## config.mk

```make
export PLATFORM = sky130hd
export DESIGN_NAME = period_measuring_pid_speed_loop_top_flat
export DESIGN_NICKNAME = d
export VERILOG_FILES = /design/src/rtl/pmpid_pkg.sv /design/src/rtl/pmpid_if.sv /design/src/rtl/period_measuring_pid_speed_loop_top.sv /design/src/rtl/pmpid_front.sv /design/src/rtl/pmpid_mac.sv /design/src/rtl/pmpid_scale.sv /design/src/flat_wrapper.sv
export SDC_FILE = /design/constraint.sdc
export NUM_CORES = 2
export LEC_CHECK = 0
export ABC_AREA = 1
export BUFFER_PORTS_ARGS = -buffer_cell sky130_fd_sc_hd__buf_2
export CAP_MARGIN = 10
export CELL_PAD_IN_SITES_DETAIL_PLACEMENT = 1
export CELL_PAD_IN_SITES_GLOBAL_PLACEMENT = 1
export CORE_AREA = 3 3 411 413
export DETAILED_ROUTE_END_ITERATION = 10
export DIE_AREA = 0 0 414 416
export PLACE_DENSITY_LB_ADDON = 0.1
export SYNTH_ARGS = -nofsm -noshare
export SYNTH_HDL_FRONTEND = slang
export SYNTH_SLANG_ARGS = --single-unit
```

## constraint.sdc

```tcl
create_clock -name clk -period 14.5 [get_ports clk]
set_input_delay 0.725 -clock clk [delete_from_list [all_inputs] [get_ports clk]]
set_output_delay 0.725 -clock clk [all_outputs]
set_load 0.03 [all_outputs]
```

## src/rtl/pmpid_pkg.sv

```systemverilog
// Package for the period-measuring PID speed loop.
// Holds the timer and gain scaling constants, register indexes and the stage tag type.
// No dependencies; the top level, front end, MAC, scale and check files import it.
package pmpid_pkg;

	localparam int unsigned TIMER_TOP    = 1024;
	localparam int unsigned GAIN_DIVISOR = 50000;

	localparam int CFG_IDX_W  = 3;
	localparam int CFG_DATA_W = 32;

	localparam logic [CFG_IDX_W-1:0] CFG_GAIN_P        = 3'd0;
	localparam logic [CFG_IDX_W-1:0] CFG_GAIN_I        = 3'd1;
	localparam logic [CFG_IDX_W-1:0] CFG_GAIN_D        = 3'd2;
	localparam logic [CFG_IDX_W-1:0] CFG_TARGET_PERIOD = 3'd3;
	localparam logic [CFG_IDX_W-1:0] CFG_STALL_LIMIT   = 3'd4;

	localparam logic [15:0] GAIN_P_RST        = 16'd250;
	localparam logic [15:0] GAIN_I_RST        = 16'd1;
	localparam logic [15:0] GAIN_D_RST        = 16'd100;
	localparam logic [31:0] TARGET_PERIOD_RST = 32'd36000;
	localparam logic [15:0] STALL_LIMIT_RST   = 16'd3000;

	localparam logic [9:0] DUTY_MAX   = 10'd1023;
	localparam int unsigned DUTY_STEPS = 1024;

	// Reciprocal of the divisor scaled by 2^31; the estimate it gives is low by at most one.
	localparam int RECIP_SHIFT = 31;
	localparam logic [31:0] RECIP = 32'((64'd1 << RECIP_SHIFT) / GAIN_DIVISOR);
	// Controller outputs at or above this value clamp to full scale.
	localparam logic [30:0] SAT_LIMIT = 31'(64'(DUTY_STEPS) * 64'(GAIN_DIVISOR));
	localparam int QUOT_W = 11;

	typedef struct packed {
		logic        vld;
		logic        cap;
		logic        stalled;
		logic [31:0] period;
	} pmpid_tag_t;

endpackage

```

## src/rtl/pmpid_if.sv

```systemverilog
// Handshake channels of the speed loop: input items and result items.
// Valid/ready handshake; depends on nothing else.
interface pmpid_item_if;
	logic       valid;
	logic       ready;
	logic       op;
	logic [9:0] capture_value;

	modport source(output valid, output op, output capture_value, input ready);
	modport sink(input valid, input op, input capture_value, output ready);
endinterface

interface pmpid_result_if;
	logic        valid;
	logic        ready;
	logic [9:0]  duty;
	logic [31:0] period;
	logic        stalled;

	modport source(output valid, output duty, output period, output stalled, input ready);
	modport sink(input valid, input duty, input period, input stalled, output ready);
endinterface

```

## src/rtl/period_measuring_pid_speed_loop_top.sv

```systemverilog
// Period-measuring PID speed loop, top level.
// A result is offered once its item has passed through the stage registers and the output register.
// Throughput: one item per cycle; the whole pipeline holds while a result waits.
// Reset (arst_n low) clears the pipeline and state, sets duty to full scale and
// loads the register defaults; the block takes items in the first cycle after.
module period_measuring_pid_speed_loop_top (
	input  logic                            clk,
	input  logic                            arst_n,
	input  logic                            cfg_we,
	input  logic [pmpid_pkg::CFG_IDX_W-1:0]  cfg_index,
	input  logic [pmpid_pkg::CFG_DATA_W-1:0] cfg_data,
	pmpid_item_if.sink                      item,
	pmpid_result_if.source                  result
);
	import pmpid_pkg::*;

	logic [15:0] gain_p_q;
	logic [15:0] gain_i_q;
	logic [15:0] gain_d_q;
	logic [31:0] target_period_q;
	logic [15:0] stall_limit_q;

	logic        en;
	logic        accept;
	pmpid_tag_t  tag_s2;
	pmpid_tag_t  tag_s4;
	pmpid_tag_t  tag_s6;
	logic [31:0] err_s2;
	logic [31:0] sum_s2;
	logic [31:0] diff_s2;
	logic [31:0] acc_s4;
	logic [9:0]  duty_calc;

	logic        out_vld_q;
	logic [9:0]  duty_q;
	logic [31:0] period_q;
	logic        stalled_q;

	assign en     = !out_vld_q || result.ready;
	assign accept = item.valid && en;
	assign item.ready = en;

	always_ff @(posedge clk or negedge arst_n) begin
		if (!arst_n) begin
			gain_p_q        <= GAIN_P_RST;
			gain_i_q        <= GAIN_I_RST;
			gain_d_q        <= GAIN_D_RST;
			target_period_q <= TARGET_PERIOD_RST;
			stall_limit_q   <= STALL_LIMIT_RST;
		end else if (cfg_we) begin
			unique case (cfg_index)
				CFG_GAIN_P:        gain_p_q        <= cfg_data[15:0];
				CFG_GAIN_I:        gain_i_q        <= cfg_data[15:0];
				CFG_GAIN_D:        gain_d_q        <= cfg_data[15:0];
				CFG_TARGET_PERIOD: target_period_q <= cfg_data[31:0];
				CFG_STALL_LIMIT:   stall_limit_q   <= cfg_data[15:0];
				default: ;
			endcase
		end
	end

	pmpid_front u_front (
		.clk          (clk),
		.arst_n       (arst_n),
		.en           (en),
		.accept       (accept),
		.op           (item.op),
		.capture_value(item.capture_value),
		.stall_limit  (stall_limit_q),
		.target_period(target_period_q),
		.tag_s2       (tag_s2),
		.err_s2       (err_s2),
		.sum_s2       (sum_s2),
		.diff_s2      (diff_s2)
	);

	pmpid_mac u_mac (
		.clk    (clk),
		.arst_n (arst_n),
		.en     (en),
		.gain_p ($signed(gain_p_q)),
		.gain_i ($signed(gain_i_q)),
		.gain_d ($signed(gain_d_q)),
		.tag_s2 (tag_s2),
		.err_s2 (err_s2),
		.sum_s2 (sum_s2),
		.diff_s2(diff_s2),
		.tag_s4 (tag_s4),
		.acc_s4 (acc_s4)
	);

	pmpid_scale u_scale (
		.clk      (clk),
		.arst_n   (arst_n),
		.en       (en),
		.tag_s4   (tag_s4),
		.acc_s4   (acc_s4),
		.tag_s6   (tag_s6),
		.duty_calc(duty_calc)
	);

	// The duty register is updated in item order: a capture loads the new value,
	// a stalled tick forces full scale, any other tick keeps the previous duty.
	always_ff @(posedge clk or negedge arst_n) begin
		if (!arst_n) begin
			out_vld_q <= 1'b0;
			duty_q    <= DUTY_MAX;
		end else if (en) begin
			out_vld_q <= tag_s6.vld;
			if (tag_s6.vld) begin
				if (tag_s6.cap) begin
					duty_q <= duty_calc;
				end else if (tag_s6.stalled) begin
					duty_q <= DUTY_MAX;
				end
			end
		end
	end

	always_ff @(posedge clk) begin
		if (en && tag_s6.vld) begin
			period_q  <= tag_s6.period;
			stalled_q <= tag_s6.stalled;
		end
	end

	assign result.valid   = out_vld_q;
	assign result.duty    = duty_q;
	assign result.period  = period_q;
	assign result.stalled = stalled_q;

endmodule

```

## src/rtl/pmpid_front.sv

```systemverilog
// Measurement front end: overflow count, period and error state (stages 1 and 2).
// Uses pmpid_pkg for the timer constant and the stage tag.
module pmpid_front (
	input  logic                clk,
	input  logic                arst_n,
	input  logic                en,
	input  logic                accept,
	input  logic                op,
	input  logic [9:0]          capture_value,
	input  logic [15:0]         stall_limit,
	input  logic [31:0]         target_period,
	output pmpid_pkg::pmpid_tag_t tag_s2,
	output logic [31:0]         err_s2,
	output logic [31:0]         sum_s2,
	output logic [31:0]         diff_s2
);
	import pmpid_pkg::*;

	logic [15:0] count_q;
	logic [9:0]  last_cap_q;
	logic [31:0] period_q;
	logic [31:0] err_sum_q;
	logic [31:0] last_err_q;
	pmpid_tag_t  tag_s1;

	logic [15:0] count_nxt;
	logic [31:0] span;
	logic [31:0] period_nxt;
	logic [31:0] err;
	logic [31:0] sum_nxt;

	always_comb begin
		count_nxt = op ? 16'd0 : 16'(count_q + 16'd1);
		span = 32'(count_q * TIMER_TOP);
		period_nxt = op ? (span + 32'(capture_value) - 32'(last_cap_q)) : period_q;
		err = tag_s1.period - target_period;
		sum_nxt = err_sum_q + err;
	end

	always_ff @(posedge clk or negedge arst_n) begin
		if (!arst_n) begin
			count_q    <= '0;
			last_cap_q <= '0;
			period_q   <= '0;
			err_sum_q  <= '0;
			last_err_q <= '0;
			tag_s1     <= '0;
			tag_s2     <= '0;
		end else if (en) begin
			tag_s1.vld <= accept;
			if (accept) begin
				count_q        <= count_nxt;
				period_q       <= period_nxt;
				tag_s1.cap     <= op;
				tag_s1.stalled <= count_nxt > stall_limit;
				tag_s1.period  <= period_nxt;
				if (op) begin
					last_cap_q <= capture_value;
				end
			end
			tag_s2 <= tag_s1;
			// Integral and previous error move only on a capture.
			if (tag_s1.vld && tag_s1.cap) begin
				err_sum_q  <= sum_nxt;
				last_err_q <= err;
			end
		end
	end

	always_ff @(posedge clk) begin
		if (en) begin
			err_s2  <= err;
			sum_s2  <= sum_nxt;
			diff_s2 <= err - last_err_q;
		end
	end

endmodule

```

## src/rtl/pmpid_mac.sv

```systemverilog
// PID products and their sum (stages 3 and 4), all wrapping at 32 bits.
// Uses pmpid_pkg for the stage tag.
module pmpid_mac (
	input  logic                  clk,
	input  logic                  arst_n,
	input  logic                  en,
	input  logic signed [15:0]    gain_p,
	input  logic signed [15:0]    gain_i,
	input  logic signed [15:0]    gain_d,
	input  pmpid_pkg::pmpid_tag_t tag_s2,
	input  logic [31:0]           err_s2,
	input  logic [31:0]           sum_s2,
	input  logic [31:0]           diff_s2,
	output pmpid_pkg::pmpid_tag_t tag_s4,
	output logic [31:0]           acc_s4
);
	import pmpid_pkg::*;

	pmpid_tag_t         tag_s3;
	logic [31:0]        p_s3;
	logic [31:0]        i_s3;
	logic [31:0]        d_s3;
	logic signed [47:0] full_p;
	logic signed [47:0] full_i;
	logic signed [47:0] full_d;

	// Only the low 32 bits are kept, so signedness of the error terms does not matter.
	assign full_p = gain_p * $signed(err_s2);
	assign full_i = gain_i * $signed(sum_s2);
	assign full_d = gain_d * $signed(diff_s2);

	always_ff @(posedge clk or negedge arst_n) begin
		if (!arst_n) begin
			tag_s3 <= '0;
			tag_s4 <= '0;
		end else if (en) begin
			tag_s3 <= tag_s2;
			tag_s4 <= tag_s3;
		end
	end

	always_ff @(posedge clk) begin
		if (en) begin
			p_s3   <= full_p[31:0];
			i_s3   <= full_i[31:0];
			d_s3   <= full_d[31:0];
			acc_s4 <= p_s3 + i_s3 + d_s3;
		end
	end

endmodule

```

## src/rtl/pmpid_scale.sv

```systemverilog
// Scales the controller output by the gain divisor and clamps it to the duty range.
// Stages 5 and 6; the divide is a reciprocal multiply with one correction step.
// Uses pmpid_pkg for the divisor constants and the stage tag.
module pmpid_scale (
	input  logic                  clk,
	input  logic                  arst_n,
	input  logic                  en,
	input  pmpid_pkg::pmpid_tag_t tag_s4,
	input  logic [31:0]           acc_s4,
	output pmpid_pkg::pmpid_tag_t tag_s6,
	output logic [9:0]            duty_calc
);
	import pmpid_pkg::*;

	pmpid_tag_t        tag_s5;
	logic [30:0]       mag_s5;
	logic [30:0]       mag_s6;
	logic [QUOT_W-1:0] q0_s5;
	logic [QUOT_W-1:0] q0_s6;
	logic              neg_s5;
	logic              neg_s6;
	logic              sat_s5;
	logic              sat_s6;
	logic [30:0]       qd_s6;

	logic [62:0] recip_prod;
	logic [30:0] rem;
	logic [11:0] quot;

	assign recip_prod = 63'(acc_s4[30:0]) * 63'(RECIP);

	always_ff @(posedge clk or negedge arst_n) begin
		if (!arst_n) begin
			tag_s5 <= '0;
			tag_s6 <= '0;
		end else if (en) begin
			tag_s5 <= tag_s4;
			tag_s6 <= tag_s5;
		end
	end

	always_ff @(posedge clk) begin
		if (en) begin
			mag_s5 <= acc_s4[30:0];
			neg_s5 <= acc_s4[31];
			sat_s5 <= acc_s4[30:0] >= SAT_LIMIT;
			// Below the clamp limit the quotient fits in QUOT_W bits.
			q0_s5  <= recip_prod[RECIP_SHIFT +: QUOT_W];
			mag_s6 <= mag_s5;
			neg_s6 <= neg_s5;
			sat_s6 <= sat_s5;
			q0_s6  <= q0_s5;
			qd_s6  <= 31'(q0_s5 * GAIN_DIVISOR);
		end
	end

	// The estimate is at most one short; the remainder tells whether to add it.
	always_comb begin
		rem  = mag_s6 - qd_s6;
		quot = 12'(q0_s6) + 12'(rem >= 31'(GAIN_DIVISOR));
		if (neg_s6) begin
			duty_calc = '0;
		end else if (sat_s6 || quot > 12'(DUTY_MAX)) begin
			duty_calc = DUTY_MAX;
		end else begin
			duty_calc = quot[9:0];
		end
	end

endmodule

```

## src/flat_wrapper.sv

```systemverilog
// flat-port wrapper written by rule: the top's interface ports become plain ports
module period_measuring_pid_speed_loop_top_flat import pmpid_pkg::*;
  (clk, arst_n, cfg_we, cfg_index, cfg_data, item_valid, item_op, item_capture_value, item_ready, result_valid, result_duty, result_period, result_stalled, result_ready);
  pmpid_item_if item_i ();
  pmpid_result_if result_i ();
  input  logic clk;
  input  logic arst_n;
  input  logic cfg_we;
  input  logic [pmpid_pkg::CFG_IDX_W-1:0] cfg_index;
  input  logic [pmpid_pkg::CFG_DATA_W-1:0] cfg_data;
  input wire logic [$bits(item_i.valid)-1:0] item_valid;
  input wire logic [$bits(item_i.op)-1:0] item_op;
  input wire logic [$bits(item_i.capture_value)-1:0] item_capture_value;
  output wire logic [$bits(item_i.ready)-1:0] item_ready;
  output wire logic [$bits(result_i.valid)-1:0] result_valid;
  output wire logic [$bits(result_i.duty)-1:0] result_duty;
  output wire logic [$bits(result_i.period)-1:0] result_period;
  output wire logic [$bits(result_i.stalled)-1:0] result_stalled;
  input wire logic [$bits(result_i.ready)-1:0] result_ready;
  assign item_i.valid = item_valid;
  assign item_i.op = item_op;
  assign item_i.capture_value = item_capture_value;
  assign item_ready = item_i.ready;
  assign result_valid = result_i.valid;
  assign result_duty = result_i.duty;
  assign result_period = result_i.period;
  assign result_stalled = result_i.stalled;
  assign result_i.ready = result_ready;
  period_measuring_pid_speed_loop_top u_core (.clk(clk), .arst_n(arst_n), .cfg_we(cfg_we), .cfg_index(cfg_index), .cfg_data(cfg_data), .item(item_i), .result(result_i));
endmodule
```

==> run_results.csv <==
group,metric,value,unit
drt,drt-initial-drc-count,3560,
timing,setup_tns,0,ns
global_route,grt.overflow.total,0,
placed_design,post-place-ws,7.72,ns
clocking,cts_setup_buffers,0,
logic_synthesis,synth_mux_area_share,0.0134,%
placed_design,numPortBuffers,95,
logic_synthesis,ys_ff_latch,745,
clocking,clk_transition_reported_paths,0.06,ns
drt,vias,64218,
logic_synthesis,synth.net_count,11801,
logic_synthesis,yosys_warnings,0,
timing,max_freq,0.147,GHz
status,outcome,"completed",
timing,slew_violations,0,
global_route,grt_pass1_vias,71683,
flow_run,maxCapViolations,0,
critical_path,arrival,7.29,ns
final_layout,stdcell_count,12045,
global_route,grt_pass1_wl,402000,um
logic_synthesis,synth_top_area_share,27.6,%
logic_synthesis,synth-xor-area-share,3.55,%
global_route,grt.total_usage,29.9,%
final_layout,nNetsFinal,11732,
logic_synthesis,synthAdderAreaFrac,38.7,%
global_route,grt_max_degree,158,
logic_synthesis,synth_cell_types,59,
global_route,antenna_found_initial,10,
logic_synthesis,ys_seq_area_share,24.4,%
timing,fin_crit_sh,47.1,%
clocking,root_buffer,"clkbuf_16",
clocking,cts_max_level,3,
logic_synthesis,synth_edf_count,362,
final_layout,layout-area-overhead-vs-synth,6.81,%
clocking,cts.sinks,745,
timing,tightest_slew,1.15,ns
logic_synthesis,syn_area_per_cell,8.54,um^2
floorplan,io-pin-count,96,
drt,antenna_left,0,
timing,setup_violations,0,
placed_design,dp.final_hpwl,198000,um
timing,post-route-min-period,6.82,ns
logic_synthesis,synth_ff_type,"edfxtp_1",
floorplan,fp-row-count,149,
floorplan,core_area,165000,um^2
drt,firstDrtPassIters,5,
logic_synthesis,synth_top_family_by_area,"adder cells",
final_layout,drive_above_1_share,3.93,%
timing,skew,0.0757,ns
floorplan,start_util,50.9,%
timing,relSlewSlack,23.2,%
logic_synthesis,ys_async_sr_fraction,51.4,%
logic_synthesis,syn_area,84100,um^2
logic_synthesis,synth_top_cell_by_area,"fa_1",
placed_design,dp_cells,11872,
clocking,cts-buffers-inserted,90,
timing,grt_setup_unrepaired,"false",
timing,hold_viol,0,
clocking,cts_tree,"done",
critical_path,startpoint_type,"flop",
timing,layout_setup_ws,7.68,ns
final_layout,final_common_cell,"inv_1",
critical_path,setup.worst_path.class,"flop to flop",
clocking,cts_resized,0,
hold_path,hp-class,"input port to flop",
placed_design,place_congestion,0.903,
clocking,ctsHoldBuffers,1,
logic_synthesis,synth-simple-area-share,14.4,%
clocking,cts_buffer_depth,3,
floorplan,die_h,416,um
logic_synthesis,synthCells,9848,
drt,vias_per_cell,5.33,
clocking,clk_latency,0.75,ns
critical_path,critPathRequiredTime,14.96,ns
floorplan,die_w,414,um
floorplan,die-area,172000,um^2
drt,wl,254000,um
critical_path,end_kind,"flop",
critical_path,cp_max_fo,26,
final_layout,post-route-util,54.4,%
drt,drc,0,
logic_synthesis,synth_compound_area_share,6.12,%
final_layout,layout_common_cells,"2529 x inv_1, 2420 x nand2_1, 1160 x fa_1",
drt,wire_per_inst,21.1,um
logic_synthesis,synthTopCellsByArea,"fa_1 28%, edfxtp_1 13%, inv_1 11%",
## worst paths after layout
| check | startpoint | end | slack [ns] | depth (start not counted) |
|---|---|---|---|---|
| max in group asynchronous | arst_n | u_core.u_mac.tag_s3[32]$_DFFE_PN0N_ | 11.59 | 4 |
| setup reg to reg | u_core.gain_d_q[7]$_DFFE_PN0P_ | u_core.u_mac.d_s3[25]$_DFFE_PN_ | 7.68 | 21 |
| hold reg to reg | u_core.u_scale.mag_s5[7]$_DFFE_PN_ | u_core.u_scale.mag_s6[7]$_DFFE_PN_ | 0.41 | 0 |
| hold / removal | item_capture_value[2] | u_core.u_front.last_cap_q[2]$_DFFE_PN0P_ | 0.22 | 3 |
| min in group asynchronous | arst_n | u_core.gain_p_q[14]$_DFFE_PN0P_ | 0.58 | 2 |
| setup / recovery | u_core.gain_d_q[7]$_DFFE_PN0P_ | u_core.u_mac.d_s3[25]$_DFFE_PN_ | 7.68 | 21 |
## layer usage
| metal | global-route usage [%] | part of all wire, % | vias to the layer above |
|---|---|---|---|
| met1 | 37.8 | 41 | 33180 |
| met4 | 10.8 | 3.9 | 10 |
| met5 | 0 | 0.026 | - |
| met2 | 53.2 | 51 | 1326 |
| met3 | 3.15 | 4.0 | 478 |
| li1 | - | - | 29224 |
## worst max-delay path: stages, from the launching register on
cell and delay, ns:
dfrtp_1 1.08, nand2_1 0.21, fa_1 0.59, inv_1 0.05, fa_1 0.50, inv_1 0.06, fa_1 0.53, inv_1 0.06
fa_1 0.45, fa_1 0.50, inv_1 0.05, fa_1 0.48, inv_1 0.04, ha_1 0.35, nand2_1 0.10, nor2_1 0.13
nand3_1 0.10, nand3_1 0.26, a21boi_1 0.16, o31ai_1 0.45, a21oi_1 0.17, xor2_1 0.19
## state kept, by name (all words and copies together) (netlist names), 31 cells and up
register,count
u_core.u_scale.tag_s6,31
u_core.target_period_q,32
u_core.u_front.tag_s1,31
u_core.u_mac.tag_s3,31
u_core.u_front.tag_s2,31
u_core.u_mac.p_s3,32
u_core.u_mac.d_s3,32
u_core.u_scale.mag_s6,31
u_core.u_mac.acc_s4,32
u_core.u_front.err_sum_q,32
u_core.u_mac.tag_s4,31
u_core.u_front.err_s2,32
u_core.u_front.sum_s2,32
u_core.u_mac.i_s3,32
u_core.u_scale.tag_s5,31
u_core.u_front.last_err_q,32
u_core.u_front.diff_s2,32
u_core.u_scale.mag_s5,31
## cell usage after synthesis, types with 11 or more instances
master,number
fa_1,1160
and2_1,11
nand3b_1,15
a21oi_1,363
inv_1,2531
or2_2,15
nor2_1,322
o21ai_0,372
xor2_1,225
xnor2_1,116
nand2_1,2420
o21a_1,15
o21bai_1,23
buf_2,22
ha_1,742
a31oi_1,34
a21boi_0,13
buf_1,17
nor3_1,45
dfrtp_1,351
clkbuf_1,276
nor4_1,22
nand4_1,44
a21o_1,40
dfstp_2,32
edfxtp_1,362
nand3_1,150
o21ai_1,11
## cell families (layout without fill, tap and decap cells)
| family | Yosys count | after routing |
|---|---|---|
| simple gates | 3066 | 3066 |
| buf+inv | 2860 | 2866 |
| fa+ha+maj | 1902 | 1902 |
| compound gates | 933 | 933 |
| flops | 745 | 745 |
| xor+xnor | 341 | 341 |
| mux | 1 | 1 |
| other cells | 0 | 2 |
## metrics by stage
| step | hold WS [ns] | cell area (um^2) |
|---|---|---|
| after detailed placement | 0.406 | 86600 |
| after global placement | 0.400 | 86600 |
| after CTS | 0.150 | 89800 |
| after floorplan | 0.400 | 84100 |
| final | 0.216 | 89800 |
| after global routing | 0.190 | 89800 |
## cell type report
type,instances,area [um^2]
antenna,2,5.00
multi-input combinational,6243,52800
inverter,2536,9530
fill,19653,75400
timing repair buffer,163,1040
tap,2189,2740
sequential,745,20500
clock inverter,54,732
clock buffer,113,2450
Power is left out: the tool's default activity adds up to more than one toggle a clock period on the data nets, which glitch-free logic cannot reach.
